File: src/design/elev_pkg.sv
package elev_pkg;

  localparam int FLOORS_DEF = 7;
  localparam int FLOORS_MAX = 16;
  // floor number 0..FLOORS_MAX, 0 = none found
  localparam int FNUM_W     = 5;

  localparam logic [1:0] DIR_STOP = 2'd0;
  localparam logic [1:0] DIR_UP   = 2'd1;

  // Lowest set bit as a 1-based floor number, 0 if mask is empty.
  function automatic logic [FNUM_W-1:0] lowest_floor(input logic [FLOORS_MAX-1:0] m);
    logic [FNUM_W-1:0] r;
    r = '0;
    for (int i = FLOORS_MAX - 1; i >= 0; i--) begin
      if (m[i]) r = FNUM_W'(i + 1);
    end
    return r;
  endfunction

  // Highest set bit as a 1-based floor number, 0 if mask is empty.
  function automatic logic [FNUM_W-1:0] highest_floor(input logic [FLOORS_MAX-1:0] m);
    logic [FNUM_W-1:0] r;
    r = '0;
    for (int i = 0; i < FLOORS_MAX; i++) begin
      if (m[i]) r = FNUM_W'(i + 1);
    end
    return r;
  endfunction

endpackage

File: src/design/elev_ifs.sv
// Request channel: car position, motion and call bits.
interface elev_req_if #(
  parameter int FLOORS = elev_pkg::FLOORS_DEF
);
  localparam int FW = $clog2(FLOORS + 1);

  logic                  valid;
  logic                  ready;
  logic [FW-1:0]         car_floor;
  logic [1:0]            direction;
  logic [2*FLOORS-1:0]   hall_calls;
  logic [FLOORS-1:0]     car_calls;

  modport source (output valid, car_floor, direction, hall_calls, car_calls,
                  input ready);
  modport sink   (input valid, car_floor, direction, hall_calls, car_calls,
                  output ready);
endinterface

// Result channel: floor to serve next.
interface elev_res_if #(
  parameter int FLOORS = elev_pkg::FLOORS_DEF
);
  localparam int FW = $clog2(FLOORS + 1);

  logic          valid;
  logic          ready;
  logic [FW-1:0] next_floor;

  modport source (output valid, next_floor, input ready);
  modport sink   (input valid, next_floor, output ready);
endinterface

File: src/design/elevator_next_floor_select.sv
// Next-floor selector for one elevator car, SCAN order. Takes one request item
// per cycle while not stalled (floor, direction, hall and car calls) and
// returns one next_floor item for each, in order. From acceptance to out valid
// an item passes an input register, then the floor search (fixed priority
// encoders across FLOORS floors) into the result register. Throughput is one
// item per cycle; the result register holds while the result side holds ready
// low, and the input stage still fills if empty, then stalls too. No state
// beyond the pipeline; no configuration.
module elevator_next_floor_select #(
  parameter int FLOORS = elev_pkg::FLOORS_DEF
) (
  input logic         clk,
  input logic         rst_n,
  elev_req_if.sink    in_req,
  elev_res_if.source  out_res
);

  localparam int FW = $clog2(FLOORS + 1);

  // input stage
  logic                s1_v_r, s1_v_nxt;
  logic [FW-1:0]       s1_cur_r;
  logic [1:0]          s1_dir_r;
  logic [2*FLOORS-1:0] s1_hall_r;
  logic [FLOORS-1:0]   s1_car_r;

  // result stage
  logic                out_v_r, out_v_nxt;
  logic [FW-1:0]       out_nf_r;

  logic                s1_rdy, s2_rdy, in_acc;
  logic [FW-1:0]       nf_comb;

  // result register free or draining this cycle
  assign s2_rdy = !out_v_r || out_res.ready;
  // input register free or moving forward this cycle
  assign s1_rdy = !s1_v_r || s2_rdy;
  assign in_acc = in_req.valid && s1_rdy;

  assign in_req.ready = s1_rdy;

  assign s1_v_nxt  = s1_rdy ? in_req.valid : s1_v_r;
  assign out_v_nxt = s2_rdy ? s1_v_r : out_v_r;

  always_ff @(posedge clk) begin
    if (!rst_n) begin
      s1_v_r  <= 1'b0;
      out_v_r <= 1'b0;
    end else begin
      s1_v_r  <= s1_v_nxt;
      out_v_r <= out_v_nxt;
    end
  end

  // payload, no reset needed
  always_ff @(posedge clk) begin
    if (in_acc) begin
      s1_cur_r  <= in_req.car_floor;
      s1_dir_r  <= in_req.direction;
      s1_hall_r <= in_req.hall_calls;
      s1_car_r  <= in_req.car_calls;
    end
    if (s2_rdy && s1_v_r) begin
      out_nf_r <= nf_comb;
    end
  end

  elev_search #(.FLOORS(FLOORS)) u_search (
    .cur_floor  (s1_cur_r),
    .direction  (s1_dir_r),
    .hall_calls (s1_hall_r),
    .car_calls  (s1_car_r),
    .next_floor (nf_comb)
  );

  assign out_res.valid      = out_v_r;
  assign out_res.next_floor = out_nf_r;

endmodule

File: src/design/elev_search.sv
// Priority search for the next floor; purely combinational.
module elev_search #(
  parameter int FLOORS = elev_pkg::FLOORS_DEF,
  localparam int FW    = $clog2(FLOORS + 1)
) (
  input  logic [FW-1:0]       cur_floor,
  input  logic [1:0]          direction,
  input  logic [2*FLOORS-1:0] hall_calls,
  input  logic [FLOORS-1:0]   car_calls,
  output logic [FW-1:0]       next_floor
);

  localparam int FMAX = elev_pkg::FLOORS_MAX;
  localparam int NW   = elev_pkg::FNUM_W;

  logic [FMAX-1:0] above, below, w_up, w_dn, dn_only, up_only, any_call;
  logic [NW-1:0]   cur_ext;
  logic [NW-1:0]   up_near, dn_only_hi, dn_near, up_only_lo, stop_lo, pick;

  assign cur_ext = NW'(cur_floor);

  always_comb begin
    above    = '0;
    below    = '0;
    w_up     = '0;
    w_dn     = '0;
    dn_only  = '0;
    up_only  = '0;
    any_call = '0;
    for (int i = 0; i < FLOORS; i++) begin
      above[i]    = NW'(i + 1) > cur_ext;
      below[i]    = NW'(i + 1) < cur_ext;
      w_up[i]     = hall_calls[2*i] | car_calls[i];
      w_dn[i]     = hall_calls[2*i+1] | car_calls[i];
      dn_only[i]  = hall_calls[2*i+1] & ~hall_calls[2*i];
      up_only[i]  = hall_calls[2*i] & ~hall_calls[2*i+1];
      any_call[i] = hall_calls[2*i] | hall_calls[2*i+1] | car_calls[i];
    end
  end

  assign up_near    = elev_pkg::lowest_floor(w_up & above);
  assign dn_only_hi = elev_pkg::highest_floor(dn_only & above);
  assign dn_near    = elev_pkg::highest_floor(w_dn & below);
  assign up_only_lo = elev_pkg::lowest_floor(up_only & below);
  assign stop_lo    = elev_pkg::lowest_floor(any_call);

  always_comb begin
    pick = '0;
    case (direction)
      elev_pkg::DIR_STOP: begin
        pick = stop_lo;
      end
      elev_pkg::DIR_UP: begin
        pick = up_near;
        if (pick == '0) pick = dn_only_hi;
        if (pick == '0) pick = dn_near;
        if (pick == '0) pick = up_only_lo;
      end
      default: begin
        // down, and the unused code
        pick = dn_near;
        if (pick == '0) pick = up_only_lo;
        if (pick == '0) pick = up_near;
        if (pick == '0) pick = dn_only_hi;
      end
    endcase
  end

  assign next_floor = (pick == '0) ? cur_floor : FW'(pick);

endmodule

File: src/flat_wrapper.sv
// flat-port wrapper written by rule: the top's interface ports become plain ports
module elevator_next_floor_select_flat 
#(
  parameter int FLOORS = elev_pkg::FLOORS_DEF
)
  (clk, rst_n, in_req_valid, in_req_car_floor, in_req_direction, in_req_hall_calls, in_req_car_calls, in_req_ready, out_res_valid, out_res_next_floor, out_res_ready);
  elev_req_if #(.FLOORS(FLOORS)) in_req_i ();
  elev_res_if #(.FLOORS(FLOORS)) out_res_i ();
  input logic clk;
  input logic rst_n;
  input wire logic [$bits(in_req_i.valid)-1:0] in_req_valid;
  input wire logic [$bits(in_req_i.car_floor)-1:0] in_req_car_floor;
  input wire logic [$bits(in_req_i.direction)-1:0] in_req_direction;
  input wire logic [$bits(in_req_i.hall_calls)-1:0] in_req_hall_calls;
  input wire logic [$bits(in_req_i.car_calls)-1:0] in_req_car_calls;
  output wire logic [$bits(in_req_i.ready)-1:0] in_req_ready;
  output wire logic [$bits(out_res_i.valid)-1:0] out_res_valid;
  output wire logic [$bits(out_res_i.next_floor)-1:0] out_res_next_floor;
  input wire logic [$bits(out_res_i.ready)-1:0] out_res_ready;
  assign in_req_i.valid = in_req_valid;
  assign in_req_i.car_floor = in_req_car_floor;
  assign in_req_i.direction = in_req_direction;
  assign in_req_i.hall_calls = in_req_hall_calls;
  assign in_req_i.car_calls = in_req_car_calls;
  assign in_req_ready = in_req_i.ready;
  assign out_res_valid = out_res_i.valid;
  assign out_res_next_floor = out_res_i.next_floor;
  assign out_res_i.ready = out_res_ready;
  elevator_next_floor_select #(.FLOORS(FLOORS)) u_core (.clk(clk), .rst_n(rst_n), .in_req(in_req_i), .out_res(out_res_i));
endmodule
File: config.mk
export PLATFORM = sky130hd
export DESIGN_NAME = elevator_next_floor_select_flat
export DESIGN_NICKNAME = d
export VERILOG_FILES = /design/src/design/elev_pkg.sv /design/src/design/elev_ifs.sv /design/src/design/elevator_next_floor_select.sv /design/src/design/elev_search.sv /design/src/flat_wrapper.sv
export SDC_FILE = /design/constraint.sdc
export NUM_CORES = 1
export LEC_CHECK = 0
export ABC_CLOCK_PERIOD_IN_PS = 2900
export BUFFER_PORTS_ARGS = -buffer_cell sky130_fd_sc_hd__buf_2
export CORE_MARGIN = 2
export CORE_UTILIZATION = 30
export CTS_CLUSTER_SIZE = 12
export DETAILED_ROUTE_END_ITERATION = 7
export GPL_TIMING_DRIVEN = 0
export PLACE_DENSITY = 0.5
export SYNTH_ARGS = -nofsm -noshare
export SYNTH_HDL_FRONTEND = slang
export SYNTH_HIERARCHICAL = 1
export SYNTH_SLANG_ARGS = --single-unit
File: constraint.sdc
create_clock -name clk -period 2.9 [get_ports clk]
set_input_delay 0.29 -clock clk [delete_from_list [all_inputs] [get_ports clk]]
set_output_delay 0.29 -clock clk [all_outputs]
set_load 0.05 [all_outputs]
Word level (Yosys, flattened, before mapping):

Cells that the tools add are included.

* $lt $le $gt $ge: 14
* eq/ne operators: 1
* muxes and demuxes: 83
* bitwise logic cells: 60
* reductions and logical operators: 15

Operator list (count)
* $mux 5: 78
* $logic_not 5->1: 7
* $and 7x7->7: 4
* $or 1x1->1: 28
* $and 1x1->1: 14
* $not 1->1: 14
* $gt 3x3->1 const A: 4
* $lt 3x3->1 const A: 4
* $pmux 5 s2: 1
* $gt 2x3->1 const A: 2
* $lt 2x3->1 const A: 2
* $mux 3: 2
* $gt 1x3->1 const A: 1
* $lt 1x3->1 const A: 1
* $eq 2x1->1 const B: 1
* $logic_and 1x1->1: 2
* $logic_not 1->1: 2
* $logic_not 2->1: 1
* $logic_or 1x1->1: 2
* $mux 1: 2
* $reduce_or 2->1: 1

* flip-flop bits (word level): 31
* bits of input ports: 30
* output and inout port bits: 5
* word-level logic and storage cells: 180

Logic depth before layout (Yosys ltp):

* depth after elaboration: 29
* depth in mapped cells: 10

Hierarchy:

Netlist, hierarchy kept.

By module, submodules not included
* elev_search: instances 1, cells an instance 161, area each 1097.3 sq um, seq. area each 0.0 sq um
* elevator_next_floor_select: instances 1, cells an instance 38, area each 974.7 sq um, seq. area each 910.9 sq um

Worst setup path after synthesis:

Ideal clock, no wire load.

* kind: reg2reg
* from: register u_core.s1_cur_r[1]
* to: register u_core.out_nf_r[0] (netlist: u_core/out_res.next_floor[0]) (data pin)
* library setup time: 256 ps
* arrival: 2301 ps
* required time: 2644 ps
* slack: 343 ps
* stages on the path, launching flop included: 11
* path buffers: 2
* clock period less this slack: 2557 ps
* cell sequence: edfxtp_1 > buf_4 > or2_1 > buf_2 > a2111oi_2 > a311o_1 > o21a_1 > o311ai_1 > o41ai_2 > inv_1 > a41o_1

* word-level cells in the longest chain between the ends: 29

RTL lines
* start, declared: RTL line elevator_next_floor_select.sv:22 `logic [FW-1:0] s1_cur_r;`
* start signal, assigned: RTL line elevator_next_floor_select.sv:58 `s1_cur_r <= in_req.car_floor;`
* $lt 1x3->1: RTL line elev_search.sv:32 `below[i] = NW'(i + 1) < cur_ext;`
* $and 7x7->7: RTL line elev_search.sv:43 `assign dn_near = elev_pkg::highest_floor(w_dn & below);`
* $mux 1: RTL line elev_pkg.sv:26 `if (m[i]) r = FNUM_W'(i + 1);`
* $mux 5 (15 in a row): RTL line elev_pkg.sv:26
* $logic_not 5->1: RTL line elev_search.sv:62 `if (pick == '0) pick = up_only_lo;`
* $mux 5: RTL line elev_search.sv:62
* $mux 5: RTL line elev_search.sv:49 `case (direction)`
* $logic_not 5->1: RTL line elev_search.sv:63 `if (pick == '0) pick = up_near;`
* $mux 5: RTL line elev_search.sv:63
* $mux 5: RTL line elev_search.sv:49
* $logic_not 5->1: RTL line elev_search.sv:64 `if (pick == '0) pick = dn_only_hi;`
* $mux 5: RTL line elev_search.sv:64
* $pmux 5 s2 *: RTL line elev_search.sv:49
* $logic_not 5->1: RTL line elev_search.sv:69 `assign next_floor = (pick == '0) ? cur_floor : FW'(pick);`
* $mux 3 *: RTL line elev_search.sv:69
* named net u_core.nf_comb[0]: RTL line elevator_next_floor_select.sv:32 `logic [FW-1:0] nf_comb;`
* end signal, assigned: RTL line elevator_next_floor_select.sv:64 `out_nf_r <= nf_comb;`
* end, declared: RTL line elevator_next_floor_select.sv:29 `logic [FW-1:0] out_nf_r;`

Mark *: on every way through the listed nets, which the timed path passes. The rest lies on a longest branch. The select of a mux whose other input is x is not followed.
A chain may end at the register's enable or synchronous reset.

Final worst setup path:

Ends and elaborated chain as after synthesis.

==> results <==
- The initial antenna violation count is 0.
- The most used flip-flop cell after synthesis is edfxtp_1.
- The footprint of the multi-input gates is between 1000 and 1500 um2.
- The violation count after the first detailed-routing iteration is between 100 and 150.
- The count of port buffers added during placement is 34.
- The aggregate global-route resource usage is 0.1480.
- The flow ran to the end, and the final reports show no timing, DRC or antenna violations.
- The share of total power dissipated in combinational logic is 0.292.
- In the final design database the tool counted 289 nets.
- The die is just under 90 um tall.
- Counting the fill cells in the layout gives 643.
- Yosys mapped a number of flops with a built-in enable equal to 29.
- Of the total power, the share spent switching nets is 0.3054.
- After global routing the overflow that remains totals 0.
- The total iterations of the first detailed-routing run is 4.
- By startpoint and endpoint, the worst setup path is classified as reg2reg.
- The sequential area share after synthesis is 0.4396.
- After detailed routing, the number of vias per cell comes to ~5.6.
- The power spent charging and discharging nets is around 0.38 mW.
- The floorplan step defined a core boundary enclosing between 6000 and 7000 um2.
- The total DRC errors in the routed layout is 0.
- The worst-case setup slack after placement is -0.1624 ns.
- The worst path meets setup with around 0.051 ns of slack.
- The worst clock skew is about 0.0061 ns.
- The portion of the clock cycle consumed by the worst path in the final layout is 0.9824.
- The largest vdd supply drop is around 0.28 mV.
- Of all flip-flops after synthesis, the portion carrying an async set or reset was 0.
- The row count is 30.
- The floorplan step defined a die boundary enclosing between 7000 and 8000 um2.
- Of the cells placed in the final design, the portion with a size suffix greater than 1 is 0.4654.
- Yosys printed 6 warnings.
- The number of buffers inserted during clock tree synthesis is 5.
- The placed wire-length estimate is between 4 and 5 mm.
- The maximum clock insertion buffer count is 2.
- Of the total power, registers draw 0.437.
- The design draws around 1.3 mW.
- Internal power comes to 0.8706 mW.
- The synthesized netlist occupies a cell area of between 2000 and 2500 um2.
- Tracing the worst setup path back leads to its startpoint at u_core/s1_cur_r[1].
- The initial core utilization is 0.3067.
- Excluding fillers, the count of instances in the completed layout stands at 340.
- The total wirelength of the detailed-routed design is around 6 mm.
- 35 I/O pins were placed.
- The remaining antenna violation count after routing is 0.
- For this design the ratio of total power to cell area is approximately 430 nW/um2.
- The number of register bits inferred by synthesis is 31.
- The total area of sequential cells is approximately 910 um2.
- Synthesis produced 199 cells.
- The hold path startpoint is in_req_hall_calls[6].
- The share of total power in the clock network is 0.271.
- The number of diodes is 0.
- The via count of the first global-routing pass is between 1500 and 2000.
- The worst-margin pin slew is 0.5407 ns.
- The endpoint type of the worst setup path is a flip-flop.
- Relative to the synthesized area, the layout overhead comes to 40.10%.
- The worst slew slack as a fraction of its limit is 0.6396.
- The total count of max-transition violations in the final report is 0.
- The post-cts hold buffer count is 0.
- The clock insertion delay at the later pin of the skew report is around 0.28 ns.
- The die is approximately 87 um wide.
- The H-tree was split into 2 levels.
- The max-cap violation count is 0.
- In the final routed layout, each cell accounts on average for 17.18 um.
- The classification of the worst-slack hold path is in2reg.
- The cell total after placement is 314.
- The placer congestion estimate is 0.9225.
- The highest attainable clock frequency is 351.0 MHz.
- The wire length of the first global-routing pass is about 8.6 mm.
- Summed over all cells, the static leakage comes to between 1 and 1.5 nW.
- TritonCTS built the clock tree.
- The routed layout has around 1900 vias.
- At the worst endpoint, the arrival time is approximately 2.9 ns.
- The number of setup violations in the final report is 0.
- Subtracting the final worst setup slack from the clock period gives between 2 and 3 ns.
- Counting every net in the synthesized netlist gives roughly 230.
- For this design, the sink count on the clock tree is 31.
- The startpoint identified for the worst register-to-register timing path is u_core/s1_cur_r[1].
- After clock tree synthesis, the clock-pin slew on the worst setup and hold paths is around 0.060 ns.
- The cell at the root of the clock tree is clkbuf_8.
- Along the worst path, the maximum fanout reaches 10.
- The number of failing hold endpoints at the final stage is 0.
- The mean post-synth cell area is about 10 um2.
- The pin count of the biggest net entering global routing is 19.
- The launching element type of the critical path is a flip-flop.
- The data required time of the critical path is between 2 and 3 ns.
- The number of distinct library cells after synthesis is 60.
placed cells by master (no fill, tap or decap), types with 3 or more instances in the layout:
cell / count
edfxtp_1: 29
inv_1: 6
nor2_1: 12
a2111oi_4: 4
o211ai_1: 3
nand2b_1: 3
a21oi_1: 4
or2_2: 3
and2_1: 5
clkbuf_8: 6
a211oi_2: 3
buf_2: 34
nand2_1: 13
a31oi_2: 3
nand3_1: 3
o21ai_0: 5
buf_4: 20
nor2b_1: 7
o21ai_1: 3
or3_1: 4
nor2b_2: 3
nor3_1: 5
o31ai_1: 3
buf_6: 3
registers in the layout, summed over array words and instances, names as in the netlist:
name	flops
u_core/s1_cur_r	3
u_core/s1_hall_r	14
u_core/out_res.valid	1
u_core/out_res.next_floor	3
u_core/s1_dir_r	2
u_core/s1_car_r	7
u_core/s1_v_r	1
power groups by stage:
stage          Combinational [mW]  Sequential (mW)  Clock (mW)
2_1_floorplan               0.169            0.563           0
3_3_place_gp                0.252            0.555           0
3_5_place_dp                0.252            0.554           0
4_1_cts                     0.256            0.545       0.354
5_1_grt                     0.392            0.551       0.379
6_report                    0.366            0.548       0.340
per-stage QoR:
stage	area (um2)	TNS, ns	hold slack (ns)	utilization
4_1_cts	2464	-0.01080	0.1647	0.3646
6_report	2903	0	0.1768	0.4296
3_3_place_gp	2342	-0.2963	0.4664	0.3467
2_1_floorplan	2072	0	0.3889	-
5_1_grt	2903	-0.1323	0.1560	0.4296
3_5_place_dp	2361	-0.1813	0.4681	0.3494
cells in the mapped netlist, drive strengths merged (2+ instances only):
library cell  instances  area (um2)
o31ai                 4       30.03
a21o                  2       15.01
a21boi                3       22.52
a2111oi               5       62.56
dfxtp                 2       40.04
inv                   6       22.52
a311o                 2       20.02
nand2b                3       18.77
or2                   5       31.28
o21ai                 9       45.04
edfxtp               29       870.8
a221oi                3       38.79
o221ai                2       23.77
o311ai                3       26.28
nor2                 15       56.30
a21oi                 7       38.79
and2                  5       31.28
a211oi                4       47.54
o22ai                 2       12.51
nor3b                 3       32.53
o21a                  4       30.03
nor3                  8       45.04
o2bb2ai               3       26.28
a211o                 2       17.52
nor4b                 2       32.53
nand2                15       56.30
nor2b                11       76.32
o211ai                3       22.52
o2111ai               2       17.52
or4                   2       15.01
nand3b                3       35.03
o21bai                2       15.01
buf                   6       40.04
a31oi                 3       18.77
or3                   4       25.02
nor4                  2       12.51
nand3                 5       25.02
layer usage:
layer / GRT usage / wire, um / part of all wire
met2: 0.2318 / 2924 / 0.50
met1: 0.2023 / 2547 / 0.44
met5: 0 / 0 / 0
met3: 0.02844 / 234 / 0.040
met4: 0.05734 / 135 / 0.023
logic make-up (layout without fill, tap and decap cells):
logic type	after synthesis	after routing	synth area share
AOI/OAI and AO/OA	71	71	0.2862
and+or+nand+nor	85	85	0.2439
buffers and inverters	12	73	0.03019
DFF	31	31	0.4396
worst max-delay path, cell delays in order (launching register included):
cell	delay, ns
edfxtp_1	0.38
buf_6	0.15
buf_4	0.18
o22ai_1	0.26
o21ba_2	0.24
o221ai_4	0.21
o21a_2	0.26
o311ai_4	0.14
o41ai_4	0.45
inv_1	0.07
a41o_1	0.24
area by class of cell:
| type | instances | share of cell area |
|---|---|---|
| Multi-Input combinational cell | 156 | 0.4828 |
| Clock buffer | 7 | 0.02974 |
| Timing Repair Buffer | 53 | 0.1103 |
| Clock inverter | 1 | 0.001724 |
| Sequential cell | 31 | 0.3138 |
| Tap cell | 80 | 0.03448 |
| Inverter | 6 | 0.007759 |
| Buffer | 6 | 0.01940 |
repair_timing:
action | CTS | global route
gates resized for setup | 3 | 59
cloned | 0 | 0
buffers inserted | 0 | 18
endpoints found under the setup margin | 3 | 3
pin swaps | 0 | 18
final timing paths:
kind                                   to  slack, ns  cells after the start
max          u_core/out_res.next_floor[0]       0.05                     10
min                   u_core/s1_hall_r[6]       0.18                      1
max reg2reg  u_core/out_res.next_floor[0]       0.05                     10
min reg2reg                 u_core/s1_v_r       0.54                      2
(Power assumes the default switching activity.)
